## src/design/slpr_pkg.sv

```systemverilog
// Shared types and constants for the sync/length packet receiver.
package slpr_pkg;

  localparam int unsigned BufferDepth = 512;
  localparam int unsigned AddrW       = 9;
  localparam int unsigned TimerW      = 16;
  localparam int unsigned LenW        = 9;

  localparam logic [TimerW-1:0] TimeoutReset = TimerW'(50);

  localparam logic [7:0] SyncFirst  = 8'hFF;
  localparam logic [7:0] SyncSecond = 8'h00;

  typedef enum logic [1:0] {
    PhHunt  = 2'd0,
    PhSync2 = 2'd1,
    PhLen   = 2'd2,
    PhBody  = 2'd3
  } phase_e;

  typedef enum logic [1:0] {
    StIdle    = 2'd0,
    StBusy    = 2'd1,
    StDone    = 2'd2,
    StTimeout = 2'd3
  } status_e;

  typedef enum logic {
    OpByte = 1'b0,
    OpTick = 1'b1
  } op_e;

  typedef struct packed {
    op_e        opcode;
    logic [7:0] data_byte;
  } item_t;

  typedef struct packed {
    status_e          status;
    logic             write_enable;
    logic [AddrW-1:0] write_address;
    logic [7:0]       write_data;
    logic [LenW-1:0]  packet_length;
  } result_t;

  // Handshake between the pipeline stages.
  typedef struct packed {
    logic valid;
    logic advance;
  } stage_ctl_t;

endpackage

```

## src/design/slpr_in_reg.sv

```systemverilog
// Input register stage: captures one item from the slave side.
module slpr_in_reg import slpr_pkg::*; (
  input  logic  clk_i,
  input  logic  rst_ni,
  input  logic  s_axis_tvalid_i,
  output logic  s_axis_tready_o,
  input  item_t item_i,
  input  logic  advance_i,
  output logic  valid_o,
  output item_t item_o
);

  logic  valid_q, valid_d;
  item_t item_q;

  assign s_axis_tready_o = !valid_q || advance_i;
  assign valid_d         = s_axis_tready_o ? s_axis_tvalid_i : valid_q;

  always_ff @(posedge clk_i or negedge rst_ni) begin
    if (!rst_ni) begin
      valid_q <= 1'b0;
    end else begin
      valid_q <= valid_d;
    end
  end

  always_ff @(posedge clk_i) begin
    if (s_axis_tready_o && s_axis_tvalid_i) begin
      item_q <= item_i;
    end
  end

  assign valid_o = valid_q;
  assign item_o  = item_q;

endmodule

```

## src/design/slpr_core.sv

```systemverilog
// Framing state machine, write pointer and timeout counter.
module slpr_core import slpr_pkg::*; (
  input  logic              clk_i,
  input  logic              rst_ni,
  input  logic              cfg_we_i,
  input  logic [TimerW-1:0] cfg_wdata_i,
  input  stage_ctl_t        ctl_i,
  input  item_t             item_i,
  output result_t           result_o
);

  phase_e            phase_q, phase_d;
  logic [AddrW-1:0]  ptr_q, ptr_d;
  logic [7:0]        len_q, len_d;
  logic [LenW-1:0]   bc_q, bc_d;
  logic [TimerW-1:0] ticks_q, ticks_d;
  logic [TimerW-1:0] timeout_q;

  logic             fire;
  logic             take;
  logic             done;
  logic             expired;
  logic [LenW-1:0]  bc_inc;
  logic [AddrW-1:0] ptr_inc;

  assign fire    = ctl_i.valid && ctl_i.advance;
  assign bc_inc  = bc_q + LenW'(1);
  assign ptr_inc = (ptr_q == AddrW'(BufferDepth - 1)) ? '0 : ptr_q + AddrW'(1);
  assign expired = (ticks_q == '0);

  // Shared decode of the current item
  always_comb begin
    take = 1'b0;
    done = 1'b0;
    if (item_i.opcode == OpByte) begin
      unique case (phase_q)
        PhHunt:  take = (item_i.data_byte == SyncFirst);
        PhSync2: take = (item_i.data_byte == SyncSecond);
        PhLen:   take = 1'b1;
        PhBody: begin
          take = 1'b1;
          done = ({1'b0, bc_inc} >= ({2'b00, len_q} + 10'd2));
        end
        default: take = 1'b0;
      endcase
    end
  end

  // Next state
  always_comb begin
    phase_d = phase_q;
    ptr_d   = ptr_q;
    len_d   = len_q;
    bc_d    = bc_q;
    ticks_d = ticks_q;
    if (cfg_we_i) begin
      ticks_d = cfg_wdata_i;
    end else if (fire) begin
      if (take) begin
        ptr_d = ptr_inc;
      end
      if (item_i.opcode == OpByte) begin
        unique case (phase_q)
          PhHunt: begin
            if (take) phase_d = PhSync2;
          end
          PhSync2: begin
            if (take) begin
              phase_d = PhLen;
            end else begin
              phase_d = PhHunt;
              ptr_d   = '0;
            end
          end
          PhLen: begin
            len_d   = item_i.data_byte;
            bc_d    = '0;
            phase_d = PhBody;
          end
          PhBody: bc_d = bc_inc;
          default: phase_d = PhHunt;
        endcase
      end
      if (done || expired) begin
        phase_d = PhHunt;
        ptr_d   = '0;
        bc_d    = '0;
        ticks_d = timeout_q;
      end else begin
        ticks_d = ticks_q - TimerW'(1);
      end
    end
  end

  // Result of the current item
  always_comb begin
    result_o               = '0;
    result_o.write_enable  = take;
    if (take) begin
      result_o.status        = StBusy;
      result_o.write_address = ptr_q;
      result_o.write_data    = item_i.data_byte;
    end
    if (done) begin
      result_o.status        = StDone;
      result_o.packet_length = bc_inc + LenW'(2);
    end else if (expired) begin
      result_o.status = StTimeout;
    end
  end

  always_ff @(posedge clk_i or negedge rst_ni) begin
    if (!rst_ni) begin
      phase_q   <= PhHunt;
      ptr_q     <= '0;
      len_q     <= '0;
      bc_q      <= '0;
      ticks_q   <= TimeoutReset;
      timeout_q <= TimeoutReset;
    end else begin
      phase_q <= phase_d;
      ptr_q   <= ptr_d;
      len_q   <= len_d;
      bc_q    <= bc_d;
      ticks_q <= ticks_d;
      if (cfg_we_i) begin
        timeout_q <= cfg_wdata_i;
      end
    end
  end

endmodule

```

## src/design/slpr_out_reg.sv

```systemverilog
// Result register stage towards the master side.
module slpr_out_reg import slpr_pkg::*; (
  input  logic    clk_i,
  input  logic    rst_ni,
  input  logic    valid_i,
  input  result_t result_i,
  output logic    advance_o,
  input  logic    m_axis_tready_i,
  output logic    m_axis_tvalid_o,
  output result_t result_o
);

  logic    valid_q, valid_d;
  result_t result_q;

  // Stage may load when empty or when the held item leaves this cycle
  assign advance_o = !valid_q || m_axis_tready_i;
  assign valid_d   = advance_o ? valid_i : valid_q;

  always_ff @(posedge clk_i or negedge rst_ni) begin
    if (!rst_ni) begin
      valid_q <= 1'b0;
    end else begin
      valid_q <= valid_d;
    end
  end

  always_ff @(posedge clk_i) begin
    if (advance_o && valid_i) begin
      result_q <= result_i;
    end
  end

  assign m_axis_tvalid_o = valid_q;
  assign result_o        = result_q;

endmodule

```

## src/design/sync_length_packet_receiver.sv

```systemverilog
// An accepted item passes through the input register, then the result
// register, before its result appears.
// Throughput: one item per cycle, one result per item; input keeps flowing
// while a result waits until both registers hold items.
// Reset (rst_ni, async, active low): hunting, pointer and counts zero,
// timeout 50; no clearing pass.
module sync_length_packet_receiver import slpr_pkg::*; (
  input  logic        clk_i,
  input  logic        rst_ni,
  input  logic        cfg_we_i,
  input  logic [15:0] cfg_wdata_i,     // timeout_ticks
  input  logic        s_axis_tvalid_i,
  output logic        s_axis_tready_o,
  input  logic [7:0]  s_axis_tdata_i,  // [7:0] data_byte
  input  logic        s_axis_tuser_i,  // [0] opcode
  output logic        m_axis_tvalid_o,
  input  logic        m_axis_tready_i,
  output logic [31:0] m_axis_tdata_o,  // [8:0] write_address, [16:9] write_data,
                                       // [25:17] packet_length, [31:26] zero
  output logic [2:0]  m_axis_tuser_o   // [1:0] status, [2] write_enable
);

  item_t      in_item, reg_item;
  logic       in_valid;
  logic       out_advance;
  stage_ctl_t ctl;
  result_t    core_res, out_res;

  assign in_item.opcode    = op_e'(s_axis_tuser_i);
  assign in_item.data_byte = s_axis_tdata_i;
  assign ctl.valid         = in_valid;
  assign ctl.advance       = out_advance;

  slpr_in_reg u_in_reg (
    .clk_i,
    .rst_ni,
    .s_axis_tvalid_i,
    .s_axis_tready_o,
    .item_i    (in_item),
    .advance_i (out_advance),
    .valid_o   (in_valid),
    .item_o    (reg_item)
  );

  slpr_core u_core (
    .clk_i,
    .rst_ni,
    .cfg_we_i,
    .cfg_wdata_i,
    .ctl_i    (ctl),
    .item_i   (reg_item),
    .result_o (core_res)
  );

  slpr_out_reg u_out_reg (
    .clk_i,
    .rst_ni,
    .valid_i   (in_valid),
    .result_i  (core_res),
    .advance_o (out_advance),
    .m_axis_tready_i,
    .m_axis_tvalid_o,
    .result_o  (out_res)
  );

  assign m_axis_tdata_o = {6'b0, out_res.packet_length, out_res.write_data,
                           out_res.write_address};
  assign m_axis_tuser_o = {out_res.write_enable, out_res.status};

endmodule

```

## config.mk

```make
export PLATFORM = sky130hd
export DESIGN_NAME = sync_length_packet_receiver
export DESIGN_NICKNAME = d
export VERILOG_FILES = /design/src/design/slpr_pkg.sv /design/src/design/slpr_in_reg.sv /design/src/design/slpr_core.sv /design/src/design/slpr_out_reg.sv /design/src/design/sync_length_packet_receiver.sv
export SDC_FILE = /design/constraint.sdc
export NUM_CORES = 1
export LEC_CHECK = 0
export BUFFER_PORTS_ARGS = -buffer_cell sky130_fd_sc_hd__clkbuf_2
export CELL_PAD_IN_SITES_DETAIL_PLACEMENT = 1
export CELL_PAD_IN_SITES_GLOBAL_PLACEMENT = 1
export CORE_MARGIN = 8
export CORE_UTILIZATION = 50
export DETAILED_ROUTE_END_ITERATION = 12
export PLACE_DENSITY = 0.86
export SLEW_MARGIN = 20
export SYNTH_ARGS = -nofsm -noshare
export SYNTH_HDL_FRONTEND = slang
export SYNTH_SLANG_ARGS = --single-unit
```

## constraint.sdc

```tcl
create_clock -name clk_i -period 7.6 [get_ports clk_i]
set_clock_uncertainty 0.05 [all_clocks]
set_input_delay 0.38 -clock clk_i [delete_from_list [all_inputs] [get_ports clk_i]]
set_output_delay 0.38 -clock clk_i [all_outputs]
set_load 0.1 [all_outputs]
```

# Yosys cells after proc, flatten, opt, wreduce, memory -nomap -nowiden
# Index checks and enable logic that the tools add are counted.
[totals]
out_inout_bits = 37
wordCells = 73
reg_bits = 100
in_bits = 30
[op_classes]
reduce_logical = 19
bitwise_logic = 2
mux = 23
addsub = 5
eq_ne = 7
order_cmp = 1
[ops]
columns = ["operator", "count"]
rows = [
  ["$mux W9", 8],
  ["$mux W16", 3],
  ["$add A9 B1 Y9 const B", 2],
  ["$pmux W9 S2", 1],
  ["$logic_not A16 Y1", 1],
  ["$sub A16 B1 Y16 const B", 1],
  ["$ge A9 B10 Y1", 1],
  ["$add A8 B2 Y9 const B", 1],
  ["$add A9 B2 Y9 const B", 1],
  ["$eq A9 B9 Y1 const B", 1],
  ["$eq A8 B8 Y1 const B", 1],
  ["$logic_not A8 Y1", 1],
  ["$mux W2", 4],
  ["$reduce_and A4 Y1", 2],
  ["$pmux W2 S3", 1],
  ["$mux W1", 5],
  ["$reduce_and A5 Y1", 1],
  ["$eq A2 B2 Y1 const B", 2],
  ["$reduce_bool A4 Y1", 1],
  ["$reduce_or A2 Y1", 2],
  ["$logic_or A1 B1 Y1", 3],
  ["$ne A3 B1 Y1 const B", 1],
  ["$pmux W1 S3", 1],
  ["$reduce_bool A3 Y1", 1],
  ["8 further kinds", 11],
]

# Depth between registers and ports, before layout
[depth]
word_depth = 9
depth_mapped = 14
depth_no_buf = 12

# By module
# Synthesis repeated with hierarchy kept, for this count alone.
[unflattened]
hier_cells = 530
hier_area_um2 = 5522.8
[modules_own_cells]
columns = ["mod", "area_each_um2", "n_inst", "cells_each", "seq_area_each_um2"]
rows = [
  ["slpr_core", 4225.3, 1, 477, 1508.9],
  ["slpr_out_reg", 924.6, 1, 33, 895.9],
  ["slpr_in_reg", 324.1, 1, 13, 295.3],
  ["sync_length_packet_receiver", 48.8, 1, 7, 0.0],
]

# Worst setup path after synthesis
# Ideal clock, no wire load.
[synth_path]
path_type = "register to register"
startpoint = "reg u_core.bc_q[3]"
endpoint = "reg u_core.ptr_q[1]"
path_buffers = 1
required_ps = 7480
setup_time_ps = 70
setup_slack_ps = 4278
path_stages_with_launch = 12
period_less_slack_ps = 3322
arrival_ps = 3202
cell_sequence = "dfrtp_1 clkbuf_1 and4_1 nand4_1 xnor2_1 ha_1 a21o_1 a21oi_1 o41a_1 a21oi_1 a2111oi_1 a32o_1"
[synth_via]
elab_chain_len = 6
[synth_rtl]
columns = ["element", "line", "source"]
rows = [
  ["start: declaration", "slpr_core.sv:15", "logic [LenW-1:0] bc_q, bc_d;"],
  ["start signal: assignment", "slpr_core.sv:117", "bc_q <= '0;"],
  ["start signal: assignment", "slpr_core.sv:124", "bc_q <= bc_d;"],
  ["$add A9 B1 Y9", "slpr_core.sv:27", "assign bc_inc = bc_q + LenW'(1);"],
  ["$ge A9 B10 Y1", "slpr_core.sv:42", "done = ({1'b0, bc_inc} >= ({2'b00, len_q} + 10'd2));"],
  ["$mux W1", "slpr_core.sv:36", "unique case (phase_q)"],
  ["$mux W1", "slpr_core.sv:35", "if (item_i.opcode == OpByte) begin"],
  ["$logic_or A1 B1 Y1", "slpr_core.sv:84", "if (done || expired) begin"],
  ["$mux W9", "slpr_core.sv:84", ""],
  ["end signal: assignment", "slpr_core.sv:122", "ptr_q <= ptr_d;"],
  ["end: declaration", "slpr_core.sv:13", "logic [AddrW-1:0] ptr_q, ptr_d;"],
]
# Every way passes these cells.
# A chain may end at the register's enable or synchronous reset.

# Final worst setup path
[layout_path]
startpoint = "reg u_core.bc_q[3]"
endpoint = "reg u_core.ptr_q[8]"
# The elaborated chain is that of the path after synthesis.

==> summary.txt <==
Synthesis
  – Seq/Total Area, Yosys: 51.4%
  – Post-Syn Area: 0.00526 mm²
  – Number of flops mapped to enable cells by yosys: 38
  – Cell count after synthesis: 478
  – Number of flip-flops and latches in the synthesized netlist: 100
  – Area fraction of the dominant cell type after synthesis: 26.7%
  – Yosys cell types: 59
  – Fraction of synthesis flops using an asynchronous set or reset pin: 62.0%
  – Yosys warning count: 0
  – Dominant register cell in the synthesized netlist: dfrtp_1
  – Biggest area contributors in the synthesized netlist: dfrtp_1 (27%), edfxtp_1 (22%), mux2_2 (4.9%), ha_1 (4.5%), dfstp_2 (3.0%)
  – Yosys top cell by area: dfrtp_1
  – Average instance area after synthesis: 11.0 µm²

Placed design
  – Detailed-placement wirelength estimate: 8950 µm
  – Number of I/O port buffers: 60
  – Placed Instance Area: 0.00565 mm²
  – GPL Wtd Cong: 0.863

Timing
  – Relative slew margins: 31.5%
  – Count of final setup violators: 0
  – RSZ-0062 raised after global routing: false
  – Total negative slack for setup checks: 0 ns
  – Final hold vios: 0
  – Worst-margin pin slew: 1.03 ns
  – Final critical-path required period: 3.74 ns
  – Final worst-path cycle share: 49.1%
  – Count of final max-slew check failures: 0
  – Peak Freq: 268 MHz

Setup path
  – Nature of the critical path startpoint: register
  – Capturing point of the worst reg2reg path: u_core.ptr_q[8]
  – Setup Crit Path Kind: reg -> reg
  – Critical R2R Launch: u_core.bc_q[3]
  – R2R depth: 10
  – Data arrival time of the critical path: 3.94 ns
  – Worst Setup End Kind: register
  – Worst EP required: 7.80 ns
  – Maximum fanout along the worst path: 21
  – Flop-to-flop setup slack: 3.86 ns

Pwr
  – Combinational group share of total power: 15.6%
  – Sw Ratio: 28.3%
  – Flop pwr share: 50.1%
  – P_sw: 0.000354 W
  – Power Internal: 0.000897 W
  – Fraction of power consumed by the clock network: 34.3%
  – Reported leakage power: 2.53 nW
  – Power density of the placed cells: 212 mW/mm²
  – Peak supply drop: 0.0000997 V

Global routing
  – Wire length of the first global-routing pass: 22000 µm
  – Maximum number of pins on one net before global-route repair: 63
  – Overall global routing resource usage: 18.8%
  – Leftover overflow at the end of global routing: 0
  – Initial antenna violation count: 0
  – Vias in the first global route: 4374

Die
  – Initial Utilization: 51.2%
  – I/O pin count: 67
  – Area of the core: 0.0103 mm²
  – Cell Rows: 37
  – Die height: 119 µm
  – Die Wd: 119 µm
  – Full die area: 0.0141 mm²

Clocking
  – Clock latency reported for the late side of the worst-skew pair: 0.37 ns
  – CTS Buffer Depth: 2
  – H-tree Lvls: 3
  – CTS tree: done
  – Setup Buffers After CTS: 0
  – Reg clk slew, reported paths: 0.09 ns
  – CTS hold repair buffers: 0
  – Total clock buffers created by CTS: 9
  – CTS sink count: 100
  – PostCTS Resize Cnt: 0
  – Master cell of the clock root buffer: clkbuf_8

Routing
  – Drt initial violations: 220
  – Number of nets with antenna violations after routing: 0
  – Total vias in the final route: 3981
  – Length of the first detailed-routing pass in iterations: 4
  – Detailed Route WL: 12800 µm
  – Routed length per placed instance: 19.1 µm
  – Via count normalized by instance count: 5.92
  – Number of remaining DRC errors: 0

Layout
  – Post-route design area: 0.00590 mm²
  – Top library cells by usage in the layout, fill and taps aside: clkbuf_2 (60), dfrtp_1 (56), edfxtp_1 (38), nor2_1 (36), a21oi_1 (24)
  – Number of inserted diodes: 0
  – # nets final: 580
  – Synth-to-layout area growth: 12.3%
  – Layout cells sized above 1: 21.3%
  – Commonest non-fill, non-tap cell in the layout: clkbuf_2

Run status
  – Result of the run: finished, final reports clean

Hold path
  – Class of the tightest hold or removal check: in -> async

Run
  – Maximum Capacitance Violations: 0
## cells in the mapped netlist (5+ instances only)
library cell and instances:
dfrtp_1 56, edfxtp_1 38, nor2_1 36, a21oi_1 25, mux2_2 23, and2_1 21
o21ai_0 20, ha_1 19, clkbuf_1 17, nand2_1 17, xnor2_1 16, nor3_1 15
a22o_1 14, inv_1 13, nand2b_1 12, nand3_1 11, o31ai_1 11, a22oi_1 10
xor2_1 10, and3_1 7, a32o_1 6, buf_4 6, dfstp_2 6, nand4_1 6
nor4_1 6, a31oi_1 5
## routing by layer
| layer | up-vias | global-route usage, % | part of all wire [%] |
|---|---|---|---|
| met2 | 111 | 30.1 | 47 |
| met5 | - | 0 | 0 |
| met4 | 0 | 8.30 | 2.2 |
| li1 | 1861 | - | - |
| met1 | 1985 | 24.5 | 45 |
| met3 | 24 | 3.28 | 5.1 |
## how the worst max path moves through the flow
stage | startpoint | end | slack [ns]
CTS | u_core.bc_q[0] | u_core.ptr_q[8] | 3.89
finish | u_core.bc_q[3] | u_core.ptr_q[8] | 3.86
floorplan | u_core.bc_q[3] | u_core.ptr_q[1] | 4.28
detailed placement | u_core.bc_q[0] | u_core.ptr_q[8] | 3.92
global placement | u_core.bc_q[3] | u_core.ptr_q[8] | 4.18
global route | u_core.bc_q[0] | u_core.ptr_q[8] | 3.64
## power groups by stage
stage / Combinational [W] / Sequential [W] / Clock, W
after floorplan: 0.0000836 / 0.000702 / 0
after global placement: 0.000190 / 0.000636 / 0
after detailed placement: 0.000195 / 0.000638 / 0
after CTS: 0.000196 / 0.000627 / 0.000438
after global routing: 0.000210 / 0.000633 / 0.000457
final: 0.000195 / 0.000627 / 0.000429
## sequential cells by signal, indices dropped and copies added, names as in the netlist
name,flops
u_core.ticks_q,16
u_in_reg.item_o,9
u_core.ptr_q,9
u_core.bc_q,9
u_core.timeout_q,16
u_in_reg.valid_o,1
u_core.phase_q,2
u_out_reg.result_o,29
u_out_reg.m_axis_tvalid_o,1
u_core.len_q,8
## through the flow
stage | setup WS (ns) | util (%) | instances | power [W] | hold WS, ns
after floorplan | 4.28 | - | 483 | 0.000786 | 0.0344
after global placement | 4.18 | 54.9 | 656 | 0.000825 | 0.419
after detailed placement | 3.92 | 54.9 | 656 | 0.000833 | 0.442
after CTS | 3.89 | 57.4 | 672 | 0.00126 | 0.121
after global routing | 3.64 | 57.4 | 672 | 0.00130 | 0.121
final | 3.86 | 57.4 | 672 | 0.00125 | 0.121
## worst max-delay path: stages (launching register included)
cell and delay [ns]:
dfrtp_1 0.48, and4_1 0.29, nand4_1 0.14, xnor2_1 0.43, ha_1 0.24, nand3_1 0.10
o41a_1 0.48, a21oi_2 0.79, a2111oi_1 0.13, buf_4 0.22, a32o_1 0.26
## area by class of cell
type	count	area [µm²]
Clock buffer	11	131
Clock inverter	5	124
Fill cell	1144	4380
Inverter	13	48.8
Multi-Input combinational cell	343	2400
Sequential cell	100	2700
Tap cell	136	170
Timing Repair Buffer	64	330
## logic make-up (layout without fill, tap and decap cells)
family                     Yosys count  count (layout)  share of synthesized area [%]
adders and majority gates           19              19                           4.52
AOI/OAI and AO/OA                  115             115                           15.1
buffers and inverters               40              93                           3.47
and+or+nand+nor                    153             153                           16.0
xor gates and xnor gates            26              26                           4.33
other                                1               6                         0.0713
muxes                               24              24                           5.12
DFF                                100             100                           51.4
Power figures use the tool's default switching activity.
